==> src/design/quoted_word_splitter_defines.svh <==
// Assertion macros shared by the quoted word splitter RTL.
`ifndef QUOTED_WORD_SPLITTER_DEFINES_SVH
`define QUOTED_WORD_SPLITTER_DEFINES_SVH
`ifndef ASSERT_OFF
// Same-cycle implication, checked on every rising edge of clk outside reset.
`define QWS_ASSERT_IMP(lbl, pre, post) \
  lbl: assert property (@(posedge clk) disable iff (!rst_n) (pre) |-> (post)) \
    else $error("quoted_word_splitter: check failed");
// Next-cycle implication, checked on every rising edge of clk outside reset.
`define QWS_ASSERT_NXT(lbl, pre, post) \
  lbl: assert property (@(posedge clk) disable iff (!rst_n) (pre) |=> (post)) \
    else $error("quoted_word_splitter: check failed");
`else
`define QWS_ASSERT_IMP(lbl, pre, post)
`define QWS_ASSERT_NXT(lbl, pre, post)
`endif
`endif

==> src/design/qws_pkg.sv <==
// Types and constants of the quoted word splitter.
`default_nettype none
package qws_pkg;

  localparam logic [7:0] SEP_LIMIT      = 8'd33;
  localparam logic [7:0] QUOTE_BYTE     = 8'd34;
  localparam logic [7:0] BACKSLASH_BYTE = 8'd92;

  localparam logic [1:0] KIND_CHAR     = 2'd0;
  localparam logic [1:0] KIND_WORD_END = 2'd1;
  localparam logic [1:0] KIND_LINE_END = 2'd2;

  localparam int unsigned MAX_RESULTS = 4;

  typedef enum logic [1:0] {
    MODE_BETWEEN = 2'd0,
    MODE_PLAIN   = 2'd1,
    MODE_QUOTED  = 2'd2
  } mode_t;

  typedef struct packed {
    logic [7:0] byte_value;
    logic       byte_valid;
    logic       line_end;
  } in_t;

  typedef struct packed {
    logic [1:0] kind;
    logic [7:0] char_value;
    logic       last;
  } out_t;

  typedef struct packed {
    mode_t mode;
    logic  pend_bs;
    logic  has_content;
  } scan_state_t;

  localparam scan_state_t SCAN_RESET = '{mode: MODE_BETWEEN, pend_bs: 1'b0,
                                         has_content: 1'b0};

  function automatic out_t mk_result(input logic [1:0] kind, input logic [7:0] ch);
    out_t r;
    r.kind       = kind;
    r.char_value = (kind == KIND_CHAR) ? ch : 8'd0;
    r.last       = 1'b0;
    return r;
  endfunction

endpackage
`default_nettype wire

==> src/design/qws_step.sv <==
// Per-beat scanner: result list and next scan state for one input beat.
`default_nettype none
module qws_step (
  input  wire qws_pkg::scan_state_t    st,
  input  wire                          split_high,
  input  wire qws_pkg::in_t            item,
  output qws_pkg::scan_state_t         st_nxt,
  output qws_pkg::out_t [3:0]          res_list,
  output logic [2:0]                   res_cnt
);

  qws_pkg::scan_state_t st_mid;
  logic                 is_sep;
  logic                 is_quote;
  logic                 is_bs;
  logic [7:0]           b;

  assign b        = item.byte_value;
  assign is_sep   = (b < qws_pkg::SEP_LIMIT) || (split_high && b[7]);
  assign is_quote = (b == qws_pkg::QUOTE_BYTE);
  assign is_bs    = (b == qws_pkg::BACKSLASH_BYTE);

  // Next state: the byte first, then the line close.
  always_comb begin
    st_mid = st;
    if (item.byte_valid) begin
      case (st.mode)
        qws_pkg::MODE_PLAIN: begin
          if (is_sep) st_mid.mode = qws_pkg::MODE_BETWEEN;
        end
        qws_pkg::MODE_QUOTED: begin
          st_mid.has_content = 1'b1;
          if (st.pend_bs) begin
            if (!is_bs) st_mid.pend_bs = 1'b0;
          end else if (is_quote) begin
            st_mid.mode        = qws_pkg::MODE_BETWEEN;
            st_mid.has_content = 1'b0;
          end else if (is_bs) begin
            st_mid.pend_bs = 1'b1;
          end
        end
        default: begin
          if (!is_sep) begin
            if (is_quote) begin
              st_mid.mode        = qws_pkg::MODE_QUOTED;
              st_mid.pend_bs     = 1'b0;
              st_mid.has_content = 1'b0;
            end else begin
              st_mid.mode = qws_pkg::MODE_PLAIN;
            end
          end
        end
      endcase
    end
    st_nxt = item.line_end ? qws_pkg::SCAN_RESET : st_mid;
  end

  // Result list, appended in emission order.
  always_comb begin
    res_list = '0;
    res_cnt  = 3'd0;
    if (item.byte_valid) begin
      case (st.mode)
        qws_pkg::MODE_PLAIN: begin
          if (is_sep) begin
            res_list[res_cnt[1:0]] = qws_pkg::mk_result(qws_pkg::KIND_WORD_END, 8'd0);
          end else begin
            res_list[res_cnt[1:0]] = qws_pkg::mk_result(qws_pkg::KIND_CHAR, b);
          end
          res_cnt = res_cnt + 3'd1;
        end
        qws_pkg::MODE_QUOTED: begin
          if (st.pend_bs) begin
            // A held backslash is dropped only when a quote follows it.
            if (is_quote) begin
              res_list[res_cnt[1:0]] = qws_pkg::mk_result(qws_pkg::KIND_CHAR, b);
              res_cnt = res_cnt + 3'd1;
            end else begin
              res_list[res_cnt[1:0]] = qws_pkg::mk_result(qws_pkg::KIND_CHAR,
                                                          qws_pkg::BACKSLASH_BYTE);
              res_cnt = res_cnt + 3'd1;
              if (!is_bs) begin
                res_list[res_cnt[1:0]] = qws_pkg::mk_result(qws_pkg::KIND_CHAR, b);
                res_cnt = res_cnt + 3'd1;
              end
            end
          end else if (is_quote) begin
            res_list[res_cnt[1:0]] = qws_pkg::mk_result(qws_pkg::KIND_WORD_END, 8'd0);
            res_cnt = res_cnt + 3'd1;
          end else if (!is_bs) begin
            res_list[res_cnt[1:0]] = qws_pkg::mk_result(qws_pkg::KIND_CHAR, b);
            res_cnt = res_cnt + 3'd1;
          end
        end
        default: begin
          if (!is_sep && !is_quote) begin
            res_list[res_cnt[1:0]] = qws_pkg::mk_result(qws_pkg::KIND_CHAR, b);
            res_cnt = res_cnt + 3'd1;
          end
        end
      endcase
    end
    if (item.line_end) begin
      case (st_mid.mode)
        qws_pkg::MODE_PLAIN: begin
          res_list[res_cnt[1:0]] = qws_pkg::mk_result(qws_pkg::KIND_WORD_END, 8'd0);
          res_cnt = res_cnt + 3'd1;
        end
        qws_pkg::MODE_QUOTED: begin
          if (st_mid.pend_bs) begin
            res_list[res_cnt[1:0]] = qws_pkg::mk_result(qws_pkg::KIND_CHAR,
                                                        qws_pkg::BACKSLASH_BYTE);
            res_cnt = res_cnt + 3'd1;
          end
          // A lone opening quote yields no word at all.
          if (st_mid.has_content) begin
            res_list[res_cnt[1:0]] = qws_pkg::mk_result(qws_pkg::KIND_WORD_END, 8'd0);
            res_cnt = res_cnt + 3'd1;
          end
        end
        default: begin
        end
      endcase
      res_list[res_cnt[1:0]] = qws_pkg::mk_result(qws_pkg::KIND_LINE_END, 8'd0);
      res_cnt = res_cnt + 3'd1;
    end
  end

endmodule
`default_nettype wire

==> src/design/quoted_word_splitter.sv <==
// Quoted word splitter: splits a byte stream into words, zero to four results per beat.
//
// Input channel (in_valid / in_stall / in_data): one byte of a line per beat,
// with flags for "byte present" and "line ends here". Output channel
// (out_valid / out_stall / out_data): word characters, end-of-word marks and
// an end-of-line mark, with last set on the final result of each input beat.
// Configuration: cfg_we / cfg_wdata write split_high_bytes (reset value 1).
//
// An input beat is scanned in the cycle it is accepted and its zero to four
// results are loaded into a result list. The list drains one result per cycle,
// while the output register is free, into the output register, so each result
// passes through the list register and then the output register. The output
// port moves at most one result per cycle; beats that give at most one result
// stream at one per cycle while the receiver does not stall.
// The next beat is accepted while the last result of the previous one still
// waits in the output register. When the receiver stalls, the output register
// holds its result and the input stalls once the list is also occupied.
// Synchronous reset empties the list and output register and returns the
// scanner to the between-words state.
`default_nettype none
`include "quoted_word_splitter_defines.svh"
module quoted_word_splitter (
  input  wire                clk,
  input  wire                rst_n,
  input  wire                in_valid,
  output logic               in_stall,
  input  wire qws_pkg::in_t  in_data,
  output logic               out_valid,
  input  wire                out_stall,
  output qws_pkg::out_t      out_data,
  input  wire                cfg_we,
  input  wire                cfg_wdata
);

  logic                 split_high_r;
  qws_pkg::scan_state_t st_r;
  qws_pkg::scan_state_t st_nxt;
  qws_pkg::out_t [3:0]  list_r;
  qws_pkg::out_t [3:0]  step_list;
  logic [2:0]           step_cnt;
  logic [2:0]           rem_r;
  logic [1:0]           rd_idx_r;
  logic                 out_valid_r;
  qws_pkg::out_t        out_data_r;
  logic                 list_busy;
  logic                 out_free;
  logic                 move;
  logic                 list_done;
  logic                 accept;

  qws_step u_step (
    .st         (st_r),
    .split_high (split_high_r),
    .item       (in_data),
    .st_nxt     (st_nxt),
    .res_list   (step_list),
    .res_cnt    (step_cnt)
  );

  assign list_busy = (rem_r != 3'd0);
  assign out_free  = !out_valid_r || !out_stall;
  assign move      = list_busy && out_free;
  // The list can take a new beat once its final entry leaves this cycle.
  assign list_done = !list_busy || (move && (rem_r == 3'd1));
  assign in_stall  = !list_done;
  assign accept    = in_valid && list_done;

  assign out_valid = out_valid_r;
  assign out_data  = out_data_r;

  always_ff @(posedge clk) begin
    if (!rst_n) begin
      split_high_r <= 1'b1;
    end else if (cfg_we) begin
      split_high_r <= cfg_wdata;
    end
  end

  always_ff @(posedge clk) begin
    if (!rst_n) begin
      st_r     <= qws_pkg::SCAN_RESET;
      rem_r    <= 3'd0;
      rd_idx_r <= 2'd0;
    end else if (accept) begin
      st_r     <= st_nxt;
      rem_r    <= step_cnt;
      rd_idx_r <= 2'd0;
    end else if (move) begin
      rem_r    <= rem_r - 3'd1;
      rd_idx_r <= rd_idx_r + 2'd1;
    end
  end

  always_ff @(posedge clk) begin
    if (accept) begin
      list_r <= step_list;
    end
  end

  always_ff @(posedge clk) begin
    if (!rst_n) begin
      out_valid_r <= 1'b0;
    end else if (out_free) begin
      out_valid_r <= move;
    end
  end

  always_ff @(posedge clk) begin
    if (move) begin
      out_data_r <= '{kind: list_r[rd_idx_r].kind, char_value: list_r[rd_idx_r].char_value,
                      last: (rem_r == 3'd1)};
    end
  end

  `QWS_ASSERT_IMP(a_idle_list_no_stall, rem_r == 3'd0, !in_stall)
  `QWS_ASSERT_NXT(a_list_fills_output, (rem_r != 3'd0) && !out_valid_r, out_valid_r)
  `QWS_ASSERT_NXT(a_line_end_resets, accept && in_data.line_end, st_r == qws_pkg::SCAN_RESET)

endmodule
`default_nettype wire

==> config.mk <==
export PLATFORM = sky130hd
export DESIGN_NAME = quoted_word_splitter
export DESIGN_NICKNAME = d
export VERILOG_FILES = /design/src/design/qws_pkg.sv /design/src/design/qws_step.sv /design/src/design/quoted_word_splitter.sv
export VERILOG_INCLUDE_DIRS = /design/src /design/src/design
export SDC_FILE = /design/constraint.sdc
export NUM_CORES = 1
export LEC_CHECK = 0
export BUFFER_PORTS_ARGS = -buffer_cell sky130_fd_sc_hd__buf_2
export CAP_MARGIN = 10
export CORE_ASPECT_RATIO = 1.1
export CORE_MARGIN = 5
export CORE_UTILIZATION = 31
export DETAILED_ROUTE_END_ITERATION = 10
export PLACE_DENSITY = 0.48
export SLEW_MARGIN = 20
export SYNTH_ARGS = -nofsm -noshare
export SYNTH_HDL_FRONTEND = slang
export SYNTH_SLANG_ARGS = --single-unit
==> constraint.sdc <==
create_clock -name clk -period 4.2 [get_ports clk]
set_input_delay 0.21 -clock clk [delete_from_list [all_inputs] [get_ports clk]]
set_output_delay 0.21 -clock clk [all_outputs]
set_load 0.05 [all_outputs]
==> results.md <==
- Layout fillers: 1002
- Cts hold-fix bufs: 0
- R2R depth: 16
- Residual DRC count: 0
- Clock buffer depth: 2
- Final Hold Viols: 0
- Status: finished, final reports clean
- Root buffer cell: clkbuf_8
- Hold path startpoint: cfg_wdata
- Post-Synth Adder-Cell Area: under 10%
- Worst Hold Class: in2reg
- Mapped Area: 3154 um^2
- Max Slew Vio Count: 0
- Worst setup slack after layout: between 0.2 and 0.3 ns
- Num rows: 38
- Routability cong.: approximately 0.82
- Post-synthesis mux area share: 5.752%
- CP Class: reg2reg
- Fmax: 0.2544 GHz
- RSZ-0062 raised after global routing: false
- Synth Register Bits: 48
- Overall global routing resource usage: between 10% and 20%
- R2R Path Start: st_r[2]$_SDFFE_PN0P_
- TritonCTS Buffers: 5
- FFs w/ async S/R, synth: 0%
- Clock Latency Late Sink: 0.31 ns
- ANT nets after route: 0
- CTS tree: yes
- Vias in the first global route: 2394
- Setup crit end kind: register
- Final period utilization: 93.61%
- Initial core utilization: 31.90%
- Post-Syn Nets: 352
- Pin count of the biggest net entering global routing: 20
- Routed vias/inst: 5.253
- HPWL after DPL: 5898 um
- Syn Area/Cell: 9.982 um^2
- Hold depth: 3
- Die area: about 12000 um^2
- Initial antenna violation count: 0
- Required @ worst endpoint: around 4.3 ns
- WL final: 7561 um
- PD cells: 528.5 nW/um^2
- Slew @ Worst Pin: ~0.76 ns
- Main synth FF type: edfxtp_1
- Synth Area in Simple Gates: slightly above 20%
- Clk sinks: 48
- Relative slew slack: 49.60%
- Cell leakage power: 1.358 nW
- Worst Path Arrival: 4.00 ns
- Post-DR wirelength/cell: 16.09 um
- H-Tree Level Count: 2
- Die width: between 100 and 150 um
- Main combinational cell family by area after synthesis: simple AND/OR/NAND/NOR gates
- Setup TNS: 0 ns
- Xor/xnor share of the synthesized area: 1.626%
- Clk_skew: 0.006186 ns
- Vias: 2469
- Post-layout nets: 385
- Seq/Total Area, Yosys: 42.21%
- Worst vdd ir: 0.0001953 V
- DP Worst Slack: 0.02344 ns
- Commonest non-fill, non-tap cell in the layout: edfxtp_1
- Most frequent cells in the layout: 37 x edfxtp_1, 31 x nand2_1, 28 x buf_2
- Setup violations, final: 0
- Critical path fanouts, max: 7
- Global-route wire length before repair: between 10000 and 15000 um
- Layout cells sized above 1: 20.86%
- Clock transition at path regs: 0.10 ns
- Die height: around 120 um
- Iter 0 DRT Violations: approximately 130
- Synth Instances: 316
- GR Overflow Total: 0
- First-pass iteration count of the detailed router: 4
- Yosys cell types: 66
- IO Count: 29
- Core box area: 9889 um^2
- Post-synthesis compound-gate area fraction: 17.57%
- Crit path from: st_r[2]$_SDFFE_PN0P_
- PortBufs: 28
- Setup bufs post-CTS: 0
- Post-synth EDFFs: 37
- Fin crit period: 3.931 ns
- N_diodes: 0
- Area Growth Syn to Fin: 14.44%
- Synth warnings: 0
- Max_cap viols: 0
- Startpoint types: register
-- layer usage --
| metal | vias to the layer above | share of wire (%) | routed length (um) | global-route usage [%] |
|---|---|---|---|---|
| li1 | 1232 | - | - | - |
| met1 | 1183 | 45 | 3378 | 15.38 |
| met2 | 44 | 50 | 3781 | 22.26 |
| met3 | 10 | 2.9 | 222 | 1.950 |
| met4 | 0 | 2.4 | 178 | 5.268 |
| met5 | - | 0 | 0 | 0 |
-- synth_stat cells (3+ instances only) --
cell type / n / area [um^2]
a21boi_0: 4 / 30.03
a21o_1: 3 / 22.52
a21oi_1: 20 / 100.1
a31oi_1: 6 / 37.54
a32oi_1: 5 / 43.79
and2_1: 10 / 62.56
clkbuf_1: 8 / 30.03
dfxtp_1: 11 / 220.2
edfxtp_1: 37 / 1111
ha_1: 20 / 250.2
inv_1: 22 / 82.58
mux2i_1: 11 / 110.1
nand2_1: 31 / 116.4
nand2b_1: 3 / 18.77
nand3_1: 10 / 50.05
nor2_1: 16 / 60.06
nor2b_1: 8 / 50.05
nor3_1: 10 / 50.05
nor3b_1: 3 / 22.52
o211ai_1: 4 / 30.03
o21ai_0: 13 / 65.06
xnor2_1: 3 / 26.28
-- final cells by class --
cell class / instances / area (um^2) / share of cell area (%)
repair buffers: 39 / 222.7 / 6.170
clock inverters: 3 / 46.29 / 1.282
clock buffers: 5 / 68.82 / 1.906
well taps: 120 / 150.1 / 4.159
inverters: 23 / 86.33 / 2.392
flip-flops and latches: 48 / 1331 / 36.88
multi-input cells: 232 / 1704 / 47.21
-- sequential cells by signal, summed over array words and instances (netlist names) --
signal        count
list_r           26
split_high_r      1
rem_r             3
out_data         11
st_r              4
rd_idx_r          2
out_valid         1
-- kinds of logic (layout without fill, tap and decap cells) --
logic type	Yosys count	after routing
xor gates and xnor gates	5	5
adders and majority gates	20	20
buffers and inverters	36	70
AOI/OAI and AO/OA	78	78
and+or+nand+nor	114	114
muxes	15	15
DFF	48	48
-- where the power goes --
part	internal [mW]	switching, mW
sequential	0.728	0.0654
clock	0.180	0.169
combinational	0.221	0.545
-- stage by stage --
step                hold slack (ns)  cell area [um^2]  utilization, %  instances  power [mW]
CTS                          0.1160              3588           36.29        470       1.930
detailed placement           0.4441              3468           35.07        462       1.579
global route                 0.1402              3610           36.50        470       2.027
floorplan                    0.2719              3154               -        316       1.381
finish                       0.1297              3610           36.50        470       1.908
global placement             0.4374              3468           35.07        462       1.575
-- critical path, cell delays in order, from the launching register on --
cell and delay, ns:
dfxtp_1 0.38, inv_1 0.06, ha_1 0.38, buf_4 0.18
nor2b_1 0.07, a32oi_1 0.28, nand3_1 0.12, a21o_1 0.22
ha_1 0.35, nand2b_2 0.26, nor3_2 0.23, a311o_1 0.24
ha_1 0.23, o21ai_1 0.11, a31oi_2 0.28, nor3_2 0.11
and3_1 0.19
-- final timing paths --
check,slack (ns),end
setup / recovery,0.27,list_r[17]$_DFFE_PP_
setup reg to reg,0.27,list_r[17]$_DFFE_PP_
hold / removal,0.13,split_high_r$_SDFFE_PN1P_
hold reg to reg,0.47,rem_r[1]$_SDFFE_PN0P_
-- repair_timing --
item / 4_1_cts / 5_1_grt
endpoints found under the hold margin: 0 / 0
resized for setup: 1 / 6
cloned: 0 / 0
endpoints found under the setup margin: 2 / 13
pin swaps: 0 / 1
No activity file was read; power rests on OpenSTA's default activity.
